--- src/sv/idxd_pkg.sv ---
// ----------------------------------------------------------------------------
// idxd_pkg: shared types and helpers of the IDX stream deframer
// Item structs, result and error codes, the parser phase type and the
// type-byte decode functions.
// ----------------------------------------------------------------------------
`timescale 1ns / 1ps

package idxd_pkg;

  // Result queue geometry. The depth must be a power of two and at least 2.
  localparam int FIFO_DEPTH = 4;
  localparam int FIFO_AW    = $clog2(FIFO_DEPTH);
  localparam int FIFO_CW    = FIFO_AW + 1;

  // Byte positions inside the header and inside one dimension word.
  localparam logic [2:0] HDR_TYPE_IDX  = 3'd2;
  localparam logic [2:0] DIM_LAST_IDX  = 3'd3;

  typedef enum logic [1:0] {
    KIND_DIM   = 2'd0,
    KIND_DATA  = 2'd1,
    KIND_ERROR = 2'd2
  } kind_e;

  typedef enum logic [2:0] {
    TY_U8  = 3'd0,
    TY_I8  = 3'd1,
    TY_I16 = 3'd2,
    TY_I32 = 3'd3,
    TY_F32 = 3'd4,
    TY_F64 = 3'd5
  } elem_type_e;

  typedef enum logic [2:0] {
    ERR_NONE        = 3'd0,
    ERR_BAD_MAGIC   = 3'd1,
    ERR_ZERO_DIMS   = 3'd2,
    ERR_SHORT_SIZES = 3'd3,
    ERR_SHORT_DATA  = 3'd4
  } err_e;

  typedef enum logic [4:0] {
    PH_HEADER = 5'b00001,
    PH_DIMS   = 5'b00010,
    PH_DATA   = 5'b00100,
    PH_DONE   = 5'b01000,
    PH_ERROR  = 5'b10000
  } phase_e;

  typedef struct packed {
    logic       byte_present;
    logic [7:0] data_byte;
    logic       end_of_file;
  } in_item_t;

  typedef struct packed {
    kind_e       kind;
    logic [63:0] value;
    elem_type_e  elem_type;
    err_e        error_code;
    logic        last;
  } out_item_t;

  // Up to two results are pushed for one input item; vld1 implies vld0.
  typedef struct packed {
    logic      vld0;
    logic      vld1;
    out_item_t item0;
    out_item_t item1;
  } res_push_t;

  function automatic logic type_known(input logic [7:0] b);
    return b inside {8'h08, 8'h09, 8'h0B, 8'h0C, 8'h0D, 8'h0E};
  endfunction

  function automatic elem_type_e decode_type(input logic [7:0] b);
    elem_type_e t;
    case (b)
      8'h09:   t = TY_I8;
      8'h0B:   t = TY_I16;
      8'h0C:   t = TY_I32;
      8'h0D:   t = TY_F32;
      8'h0E:   t = TY_F64;
      default: t = TY_U8;
    endcase
    return t;
  endfunction

  // Index of the final byte of one data item of the given type.
  function automatic logic [2:0] item_last_idx(input elem_type_e t);
    logic [2:0] idx;
    case (t)
      TY_I16:         idx = 3'd1;
      TY_I32, TY_F32: idx = 3'd3;
      TY_F64:         idx = 3'd7;
      default:        idx = 3'd0;
    endcase
    return idx;
  endfunction

endpackage

--- src/sv/idxd_res_fifo.sv ---
// ----------------------------------------------------------------------------
// idxd_res_fifo: result queue of the IDX stream deframer
// Takes up to two result items per cycle and hands out one per cycle while the output is not stalled.
// ----------------------------------------------------------------------------
`timescale 1ns / 1ps

module idxd_res_fifo import idxd_pkg::*; (
  input  logic      clk_i,
  input  logic      rst_ni,
  input  res_push_t push_i,
  output logic      room2_o,
  output logic      out_valid_o,
  input  logic      out_stall_i,
  output out_item_t out_item_o
);

  out_item_t          mem_q [FIFO_DEPTH];
  logic [FIFO_AW-1:0] wr_ptr_q, rd_ptr_q;
  logic [FIFO_CW-1:0] count_q, count_d;
  logic [FIFO_CW-1:0] push_n;
  logic               pop;

  assign push_n      = FIFO_CW'(push_i.vld0) + FIFO_CW'(push_i.vld1);
  assign out_valid_o = (count_q != '0);
  assign pop         = out_valid_o && !out_stall_i;
  assign room2_o     = (count_q <= FIFO_CW'(FIFO_DEPTH - 2));
  assign out_item_o  = mem_q[rd_ptr_q];
  assign count_d     = count_q + push_n - FIFO_CW'(pop);

  always_ff @(posedge clk_i or negedge rst_ni) begin
    if (!rst_ni) begin
      wr_ptr_q <= '0;
      rd_ptr_q <= '0;
      count_q  <= '0;
    end else begin
      wr_ptr_q <= wr_ptr_q + push_n[FIFO_AW-1:0];
      rd_ptr_q <= rd_ptr_q + FIFO_AW'(pop);
      count_q  <= count_d;
    end
  end

  always_ff @(posedge clk_i) begin
    if (push_i.vld0) begin
      mem_q[wr_ptr_q] <= push_i.item0;
    end
    if (push_i.vld1) begin
      mem_q[wr_ptr_q + FIFO_AW'(1)] <= push_i.item1;
    end
  end

`ifndef NO_ASSERTIONS
  a_count_bound: assert property (@(posedge clk_i) disable iff (!rst_ni)
    count_q <= FIFO_CW'(FIFO_DEPTH))
    else $error("result queue overfilled");

  a_second_needs_first: assert property (@(posedge clk_i) disable iff (!rst_ni)
    push_i.vld1 |-> push_i.vld0)
    else $error("second result pushed without a first");

  a_push_has_room: assert property (@(posedge clk_i) disable iff (!rst_ni)
    push_i.vld0 |-> room2_o)
    else $error("result pushed without two free entries");
`endif

endmodule

--- config.mk ---
export PLATFORM = sky130hd
export DESIGN_NAME = idxd_res_fifo
export DESIGN_NICKNAME = d
export VERILOG_FILES = /design/src/sv/idxd_pkg.sv /design/src/sv/idxd_res_fifo.sv
export SDC_FILE = /design/constraint.sdc
export NUM_CORES = 1
export LEC_CHECK = 0
export ABC_CLOCK_PERIOD_IN_PS = 8300
export BUFFER_PORTS_ARGS = -buffer_cell sky130_fd_sc_hd__buf_2
export CORE_MARGIN = 3
export CORE_UTILIZATION = 25
export CTS_CLUSTER_SIZE = 8
export DETAILED_ROUTE_END_ITERATION = 6
export PLACE_DENSITY = 0.53
export SLEW_MARGIN = 20
export SYNTH_ARGS = -nofsm -noshare
export SYNTH_HDL_FRONTEND = slang
export SYNTH_SLANG_ARGS = --single-unit
--- constraint.sdc ---
create_clock -name clk_i -period 8.3 [get_ports clk_i]
set_input_delay 1.66 -clock clk_i [delete_from_list [all_inputs] [get_ports clk_i]]
set_output_delay 1.66 -clock clk_i [all_outputs]
set_load 0.01 [all_outputs]
* Word-level counts from Yosys, hierarchy flattened
Memories as Yosys holds them, arrays and structs flattened.
Cells that the tools add are included.
** Word-level totals
- Register bits after elaboration :: 7
- Bits in writable memories :: 292
- Input port bits :: 151
- Output and inout port bits :: 75
- Logic and storage cells :: 18
- Memories :: 1
** Memories
- mem_q :: depth 4, bits a word 73, rd ports 1, clocked after memory_dff 0, wr ports 2, line idxd_res_fifo.sv:17 : out_item_t mem_q [FIFO_DEPTH];
** Operators by class
- Add/sub/neg operators :: 6
- $lt $le $gt $ge :: 1
- Muxes and demuxes :: 4
- Reduce and logical (&&, ||, !) cells :: 3
** Operator list (number)
- 1-bit two-way mux :: 4
- 3-bit by 2-bit adder with 3-bit output :: 1
- 3-bit by 2-bit less-or-equal comparator with 1-bit output, second input constant :: 1
- 3-bit nonzero test :: 1
- 3-bit by 1-bit subtractor with 3-bit output :: 1
- 1-bit by 1-bit adder with 2-bit output :: 1
- 2-bit by 1-bit adder with 2-bit output :: 1
- 2-bit by 1-bit adder with 2-bit output, second input constant :: 1
- 2-bit adder :: 1
- 1-bit logical AND :: 1
- 1-bit zero test :: 1

* Longest topological paths before layout
Gate-level depths: netlist (run 1).
- Depth in word-level cells :: 3
- Gate-level depth with buffers :: 9
- Gate-level depth less buffers :: 9

* Least setup slack after synthesis (run 1)
No wires, ideal clock.
- Kind :: input to register
- Start :: in push_i[147] in the netlist's numbering
- End :: mem mem_q[0][0] in the netlist's numbering, enable pin
- Library setup time :: 0.605 ns
- Arrival :: 6.849 ns
- Data required time :: 7.695 ns
- Slack :: 0.846 ns
- Stages :: 2
- Path buffers :: 0
- Cell sequence :: nand2b_1 > o21ai_0
** RTL lines
- start: declaration :: line idxd_res_fifo.sv:10 : input res_push_t push_i,
- end: declaration :: line idxd_res_fifo.sv:17

==> results.ini, run 1 <==
[logic_synthesis]
synth_seq_cells = 299
syn-num-nets = 903
synthCells = 745
netlist_area_um2 = 14800
yosys_warnings = 0
synth_area_per_cell_um2 = 19.9
synth_seq_area_share = 0.605
synth.distinct_cells = 25

[timing]
rsz0062_at_grt = no
slew_viol_final = 0
setup_tns_ns = 0
fin_crit_sh = 0.578
hold_viol = 0
finClkSkew_ns = 0.0130
worst_pin_slew_ns = 0.956
finalSetupViolCount = 0
finalCriticalPeriod_ns = 4.80
holdWs_ns = 0.499
clock.fmax_mhz = 209
maxSlewHeadroom = 0.363

[final_layout]
drive_gt1_frac = 0.667
area_delta_synth_final_pct = 20.6
multiInputGateArea_um2 = 5450
seqCellArea_um2 = 8950
fillers = 5751
nets = 1141

[die]
die_area_um2 = 62100
rows = 88
dieWidth_um = 249
io_pins = 226
initial_core_util = 0.254
core_area_um2 = 58100
die_height_um = 249

[detailed_routing]
avgRoutedWirePerCell_um = 21.8
vias = 7850
first_iter_violations = 407
ant_nets = 0
drt-vias-per-instance = 4.46
dr.pass1.iters = 4
routed_wl_mm = 38.5
drc = 0

[placed_design]
gp_congestion = 0.705
port-buffer-count = 225
hpwl_mm = 23.1

[global_routing]
antenna_found_initial = 8
grt_max_degree = 49
grt_usage = 0.123
grt_pass1_wl_mm = 57.7
grt.overflow.total = 0
first_global_vias = 8820

[cts]
post_cts.repair.setup_buffers = 0
cts-hold-fix-buffers = 0
cts_buffers = 44
htreeDepth = 2
clock-sinks = 299
cts_tree = built
clock_latency_ns = 0.55
cts_resized = 0
clk_pin_slew_worst_paths_ns = 0.05
cts_root_buf = clkbuf_16
cts_buffer_depth = 3

[worst_setup_path]
cp_cell_sequence = buf_4 -> mux4_2 -> buf_2
cp.required_ns = 6.64
r2r_slack_ns = 5.31
path_class = register to output pin
slowest_stage = dfrtp_4
worstReg2RegEnd = mem_q[0][24]
reg2reg_depth = 3
worstPathMaxFanout = 41
crit_path_max_incr_delay_ns = 0.94
cp-start-kind = register
timing.critical_path.buf_inv = 2
r2r-start = wr_ptr_q[1]
cp_top_family = buffers and inverters
cp.arrival_ns = 3.14
cp-end-kind = output pin

[run]
max_cap_violations = 0

[pwr]
ir_worst_vdd_uv = 223
clkPwrFrac = 0.254
pwr-share-comb = 0.351
pwr-share-seq = 0.394
p_switching_mw = 2.04
powerDensity_nw_per_um2 = 359
power.share.switching = 0.318
power.internal_mw = 4.37
power_leakage_nw = 6.48

[hold_path]
hold_start = count_q[2]
hp-class = register to register
min_path_cells = 1
min_to = count_q[2]

[outcome]
outcome = finished, final reports clean

==> power groups by stage <==
stage               Sequential [mW]  Clock (mW)  Combinational [mW]
floorplan                      2.47           0                1.62
global placement               2.57           0                2.31
detailed placement             2.57           0                2.32
CTS                            2.55        1.70                2.33
global route                   2.59        1.75                2.44
finish                         2.53        1.63                2.25
==> per-layer routing <==
layer,part of all wire,global-route usage
met3,0.065,0.0351
met2,0.46,0.190
met5,0.0018,0
met4,0.018,0.0323
met1,0.46,0.170
==> cells in the mapped netlist, drive strengths merged <==
cell type / count / share of area
nand3b: 2 / 0.0019
edfxtp: 292 / 0.59
inv: 7 / 0.0018
or3: 1 / 0.00042
nand3: 1 / 0.00034
nor3b: 1 / 0.00085
fa: 1 / 0.0014
dfrtp: 7 / 0.012
nor2: 2 / 0.00051
buf: 47 / 0.029
xor2: 2 / 0.0012
clkbuf: 2 / 0.00051
nor2b: 1 / 0.00042
mux2i: 1 / 0.00068
ha: 6 / 0.0051
mux4: 73 / 0.11
nand2b: 1 / 0.00042
xnor2: 3 / 0.0018
o21ai: 2 / 0.00068
mux2: 292 / 0.24
a21oi: 1 / 0.00034
==> cells by family (layout without fill, tap and decap cells) <==
logic type               after synthesis  count (layout)  synth area share
AND/OR/NAND/NOR                        9               9           0.00482
buffers and inverters                 56             305            0.0309
XOR/XNOR                               5               5           0.00296
AO/OA/AOI/OAI                          3               3           0.00101
multiplexers                         366             366             0.349
other                                  0               2                 0
flip-flops                           299             299             0.605
adder cells (fa/ha/maj)                7               7           0.00643
==> stage by stage <==
| stage | worst slack [ns] | instance area (µm²) | util | cells | total power [mW] |
|---|---|---|---|---|---|
| after floorplan | 0.846 | 14800 | - | 745 | 4.09 |
| after global placement | 3.92 | 16600 | 0.286 | 1702 | 4.88 |
| after detailed placement | 3.89 | 16600 | 0.286 | 1702 | 4.90 |
| after CTS | 3.29 | 17800 | 0.307 | 1759 | 6.57 |
| after global routing | 3.20 | 17800 | 0.307 | 1759 | 6.78 |
| final | 3.50 | 17800 | 0.307 | 1761 | 6.41 |
==> worst max-delay path by stage <==
| stage | startpoint | endpoint | slack, ns | cells after the start |
|---|---|---|---|---|
| after floorplan | push_i[147] | mem_q[0][0] | 0.85 | 2 |
| after global placement | rd_ptr_q[0] | out_item_o[39] | 3.92 | 3 |
| after detailed placement | rd_ptr_q[0] | out_item_o[35] | 3.89 | 3 |
| after CTS | rd_ptr_q[0] | out_item_o[35] | 3.29 | 3 |
| after global routing | rd_ptr_q[0] | out_item_o[35] | 3.20 | 3 |
| final | rd_ptr_q[0] | out_item_o[35] | 3.50 | 3 |
==> worst reg2reg max path, cell delays in order (launching register included) <==
cell and delay (ns):
dfrtp_1 0.70, nand3_4 0.84, buf_4 0.70, mux2_4 0.50
==> placed cells by master (no fill, tap or decap), types with 2 or more instances in the layout <==
master,netlist,routed
edfxtp_1,292,292
xnor2_1,3,3
o21ai_4,0,2
xor2_1,2,2
mux2_2,233,233
buf_2,14,225
inv_1,7,7
dfrtp_4,0,2
clkbuf_1,2,8
ha_1,6,6
mux4_2,73,73
nor2_4,0,2
diode_2,0,2
buf_4,5,16
mux2_4,59,59
clkbuf_16,0,45
dfrtp_1,7,5
==> flip-flops by register name, indices dropped and copies added, names as in the netlist <==
register and cells:
mem_q 292, count_q 3, rd_ptr_q 2, wr_ptr_q 2
==> cell type report <==
class	count	share of cell area
Clock inverter	3	0.00217
Inverter	7	0.00147
Clock buffer	54	0.0656
Multi-Input combinational cell	390	0.305
Timing Repair Buffer	241	0.0699
Tap cell	765	0.0537
Sequential cell	299	0.502
Antenna cell	2	0.000281
(Power assumes the default switching activity.)
==> inputs of run 2 (changes only) <==
- ABC_AREA: not set -> 1
- ABC_CLOCK_PERIOD_IN_PS: 8300 -> 4000
- clock period: 8.3 -> 4 ns (I/O delays scaled with it)
==> run 2 against run 1 <==
The flow now finishes with violations (design-rule violations). Worst setup slack lost 2.9 ns. Sequential cell count did not move. Routed wire length is 50% higher. Cell count grew 83%. Synthesized cell count increased to 2.9 times the previous value. Core utilization is 0.94 points lower. Cell area increased by 13%. Clock-buffer cell count unchanged. Worst hold slack got worse by 0.40 ns. Clock power up 110%. Largest power group is now combinational cells.
==> results.ini, run 2 <==
[outcome]
outcome = complete, but fails checks
violations = design-rule violations

[detailed_routing]
dr.pass1.iters = 7
drt-vias-per-instance = 4.58
drc = 8
routed_wl_mm = 57.8
avgRoutedWirePerCell_um = 17.9
vias = 14800
first_iter_violations = 1316
ant_nets = 0

[placed_design]
gp_congestion = 0.734
hpwl_mm = 33.0
port-buffer-count = 225

[logic_synthesis]
synth.distinct_cells = 21
synth_top_cell_area_share = 0.509
synthCells = 2184
synth_seq_area_share = 0.520
netlist_area_um2 = 17200
synth.most_common_cell = nand2_1
syn-num-nets = 2342
ys.flop_type = edfxtp_1
netlist_top_cells_area = edfxtp_1 51%, nand2_1 19%, inv_1 8.2%
synth_area_per_cell_um2 = 7.88
synth_edf_count = 292
async_reset_ff_frac = 0.0234
synth_seq_cells = 299
synth_common_cells = 893 x nand2_1, 377 x inv_1, 292 x edfxtp_1
synth.largest_area_cell = edfxtp_1
yosys_warnings = 0

[final_layout]
reg.largest.list = mem_q: 292 flops, count_q: 3 flops
fillers = 7091
drive_gt1_frac = 0.137
largest_reg_flops = 292
top_register = mem_q
multiInputGateArea_um2 = 5970
seqCellArea_um2 = 8960
layout_common_cells = 888 x nand2_1, 376 x inv_1, 292 x edfxtp_1
layout_commonest_cell = nand2_1
area_delta_synth_final_pct = 16.9
nets = 2490

[worst_setup_path]
path_class = register to output pin
cp.required_ns = 3.20
cp.arrival_ns = 2.61
cp-start-kind = register
cp-end-kind = output pin
worstPathMaxFanout = 44

[die]
dieWidth_um = 268
rows = 95
die_area_um2 = 72000
initial_core_util = 0.254
io_pins = 226
die_height_um = 268
core_area_um2 = 67600

[pwr]
powerDensity_nw_per_um2 = 781
p_switching_mw = 6.87
pwr-share-comb = 0.448
power_leakage_nw = 10.1
ir_worst_vdd_uv = 458
clkPwrFrac = 0.216
power.total_mw = 15.7
power.share.switching = 0.437
pwr-share-seq = 0.336
power.internal_mw = 8.85

[timing]
finClkSkew_ns = 0.0171
rsz0062_at_grt = no
hold_viol = 0
finalSetupViolCount = 0
worst_pin_slew_ns = 0.985
fin_crit_sh = 0.851
maxSlewHeadroom = 0.344
holdWs_ns = 0.0958
setup_tns_ns = 0
finalCriticalPeriod_ns = 3.41
clock.fmax_mhz = 294
slew_viol_final = 0

[cts]
cts_buffers = 44
htreeDepth = 2
cts-hold-fix-buffers = 0
cts_root_buf = clkbuf_16
clock-sinks = 299
cts_buffer_depth = 3
post_cts.repair.setup_buffers = 0
cts_tree = built
cts_resized = 0
clk_pin_slew_worst_paths_ns = 0.05
clock_latency_ns = 0.56

[global_routing]
first_global_vias = 14300
antenna_found_initial = 6
grt_max_degree = 148
grt_usage = 0.160
grt.overflow.total = 0
grt_pass1_wl_mm = 87.1

[hold_path]
hp-class = input port to async pin

[run]
max_cap_violations = 0

==> run 2: cell types whose count changed after synthesis, moves of 6 or more <==
cell and delta:
buf_6 -6, nand2_1 +893, clkbuf_1 +13, mux2_2 -233
o21ai_1 +64, mux2_4 -59, nand3_1 +225, buf_2 +78
mux4_2 -73, buf_4 +17, inv_1 +370, nand4_1 +146
o21ai_0 +7
==> run 2: power groups by stage <==
stage	clock (mW)	combinational, mW	sequential (mW)
5_1_grt	3.59	7.93	5.38
4_1_cts	3.48	7.19	5.29
2_1_floorplan	0	4.51	5.24
3_3_place_gp	0	7.13	5.32
6_report	3.39	7.04	5.29
3_5_place_dp	0	7.17	5.35
==> run 2: layout make-up <==
cell class / instances / area share
Antenna cell: 4 / 0.000497
Sequential cell: 299 / 0.445
Clock inverter: 5 / 0.00168
Inverter: 380 / 0.0711
Multi-Input combinational cell: 1351 / 0.297
Clock buffer: 54 / 0.0576
Tap cell: 873 / 0.0543
Timing Repair Buffer: 256 / 0.0728
==> run 2: critical path, cell delays in order (launching register included) <==
cell,delay (ns)
dfrtp_4,0.41
buf_4,0.38
buf_4,0.65
nand3_1,0.14
nand2_1,0.26
buf_2,0.19
==> run 2: cell families (layout without fill, tap and decap cells) <==
family	after synthesis	in the layout	synth area share
AO/OA/AOI/OAI	75	75	0.0218
XOR/XNOR	1	1	0.000509
adder cells (fa/ha/maj)	7	7	0.00552
buffers and inverters	534	695	0.138
flip-flops	299	299	0.520
other	0	4	0
AND/OR/NAND/NOR	1268	1268	0.315
==> run 2: layer usage <==
metal	wire (µm)	track usage
met3	4190	0.0289
met5	13	0
met1	25700	0.217
met4	1270	0.0498
met2	26600	0.259
==> run 2: path summary, 6_finish.rpt <==
| path | from | end | slack, ns | cells past startpoint |
|---|---|---|---|---|
| min | rst_ni | count_q[0] | 0.1 | 1 |
| max reg2reg | wr_ptr_q[1] | mem_q[3][42] | 1.07 | 3 |
| min reg2reg | count_q[2] | count_q[2] | 0.53 | 2 |
| max | rd_ptr_q[1] | out_item_o[72] | 0.59 | 5 |
| min in group clk_i | count_q[2] | count_q[2] | 0.53 | 2 |
| max in group asynchronous | rst_ni | wr_ptr_q[0] | 3.70 | 1 |
==> run 2: per-stage QoR <==
step	area [µm²]	setup WS [ns]	utilization	cells
5_1_grt	20100	0.432	0.297	3222
3_5_place_dp	18900	0.805	0.280	3159
3_3_place_gp	18900	0.843	0.280	3159
6_report	20100	0.594	0.297	3222
4_1_cts	20100	0.546	0.297	3218
2_1_floorplan	17200	0.639	-	2184
==> inputs of run 3 (changes only) <==
--- a/config.mk
+++ b/config.mk
@@ -14,2 +14,3 @@
 export DETAILED_ROUTE_END_ITERATION = 6
+export GPL_ROUTABILITY_DRIVEN = 0
 export PLACE_DENSITY = 0.53
--- a/constraint.sdc
+++ b/constraint.sdc
@@ -3,2 +3,2 @@
 set_output_delay 0.8 -clock clk_i [all_outputs]
-set_load 0.01 [all_outputs]
+set_load 0.02 [all_outputs]
==> run 3 against run 2 <==
The run now ends clean. Cell area about the same. First-iteration DRC count down 30%. Core utilization about the same. Critical path depth up 1. Sequential share of layout area about the same. Sequential power about the same. Power up 3.9%. Clock skew up 0.0069 ns. Cell count about the same. Via count up 1.8%. Worst hold slack better by 0.0052 ns. Critical endpoint is now out_item_o[13]. Largest power group unchanged.
==> results.ini, run 3 (synthesized netlist as in run 2, its figures left out) <==
[die]
die_height_um = 268
dieWidth_um = 268
initial_core_util = 0.254
core_area_um2 = 67600
die_area_um2 = 72000
rows = 95
io_pins = 226

[detailed_routing]
avgRoutedWirePerCell_um = 18.6
dr.pass1.iters = 5
drt-vias-per-instance = 4.67
first_iter_violations = 926
vias = 15000
ant_nets = 0
drc = 0
routed_wl_mm = 59.8

[worst_setup_path]
slowest_stage = inv_4
worstReg2RegEnd = mem_q[1][12]
reg2reg_depth = 5
cp-start-kind = register
cp_num_cells = 6
cpMostUsedCell = nand2_1
cp.arrival_ns = 2.49
crit_path_max_incr_delay_ns = 0.63
timing.critical_path.buf_inv = 3
r2r_slack_ns = 1.49
path_class = register to output pin
cp-startpoint = rd_ptr_q[0]
cp.required_ns = 3.20
worstPathMaxFanout = 60
cp_top_family = buffers and inverters
cp_cell_sequence = inv_4 -> buf_12 -> nand2_1 -> nand3_1 -> nand2_1 -> buf_2
cp-end-kind = output pin
r2r-start = wr_ptr_q[1]

[global_routing]
grt.overflow.total = 0
grt_pass1_wl_mm = 88.9
antenna_found_initial = 5
grt_max_degree = 148
grt_usage = 0.164
first_global_vias = 14500

[placed_design]
port-buffer-count = 225
hpwl_mm = 33.5
place_ws_ns = 1.16

[pwr]
ir_worst_vdd_uv = 660
power_leakage_nw = 10.1
powerDensity_nw_per_um2 = 812

[timing]
finalSetupViolCount = 0
final.setup.worst_slack_ns = 0.707
rsz0062_at_grt = no
hold_viol = 0
fin_crit_sh = 0.823
slew_viol_final = 0
finalCriticalPeriod_ns = 3.29
clock.fmax_mhz = 304
finClkSkew_ns = 0.0240
maxSlewHeadroom = 0.360
worst_pin_slew_ns = 0.959
setup_tns_ns = 0

[final_layout]
drive_gt1_frac = 0.137
layout_commonest_cell = nand2_1
largest_reg_flops = 292
reg.largest.list = mem_q: 292 flops, count_q: 3 flops
area_delta_synth_final_pct = 16.8
nets = 2490
layout_common_cells = 888 x nand2_1, 376 x inv_1, 292 x edfxtp_1
top_register = mem_q

[hold_path]
hp-class = input port to async pin

[cts]
htreeDepth = 2
clk_pin_slew_worst_paths_ns = 0.06
cts_tree = built
cts-hold-fix-buffers = 0
cts_root_buf = clkbuf_16
cts_buffers = 44
clock_latency_ns = 0.56
cts_resized = 0
clock-sinks = 299
cts_buffer_depth = 3
post_cts.repair.setup_buffers = 0

[run]
max_cap_violations = 0

[outcome]
outcome = finished, final reports clean

[run 3: cell types whose count changed in the layout (fill, tap and decap cells not counted)]
cell | before | now
clkinvlp_4 | 1 | 0
inv_6 | 2 | 0
diode_2 | 4 | 2
clkinv_2 | 2 | 4
[run 3: where the power goes]
group | switching [mW] | internal, mW | total, mW
Sequential | 0.347 | 4.93 | 5.28
Combinational | 5.74 | 1.92 | 7.66
Clock | 1.39 | 2.00 | 3.39
Total | 7.48 | 8.85 | 16.3
[run 3: stage by stage]
step                      utilization  hold slack, ns  std cells  area [µm²]  power [mW]
final                           0.297           0.101       3219       20100        16.3
after floorplan                     -           0.480       2184       17200        10.2
after global placement          0.280           0.534       3159       18900        13.0
after CTS                       0.297          0.0626       3217       20100        16.5
after global routing            0.297          0.0801       3217       20100        17.4
after detailed placement        0.280           0.523       3159       18900        13.1
[run 3: worst max path at each step]
stage	endpoint	slack, ns
4_1_cts	out_item_o[56]	0.60
2_1_floorplan	mem_q[2][0]	0.64
6_report	out_item_o[13]	0.71
3_3_place_gp	mem_q[3][30]	1.17
3_5_place_dp	mem_q[3][33]	1.16
5_1_grt	out_item_o[13]	0.58
[run 3: final cells by class]
cell class / instances / area (µm²)
fillers: 7186 / 47500
flip-flops and latches: 299 / 8960
multi-input cells: 1351 / 5970
repair buffers: 256 / 1470
inverters: 380 / 1430
clock buffers: 54 / 1160
well taps: 873 / 1090
clock inverters: 4 / 18.8
diodes: 2 / 5.00
[run 3: per-layer routing]
layer | global-route usage | up-vias | wire, µm
met5 | 0 | - | 23
met4 | 0.0517 | 4 | 1530
met3 | 0.0290 | 110 | 4400
met2 | 0.281 | 563 | 28700
met1 | 0.211 | 7093 | 25200
li1 | - | 7263 | -
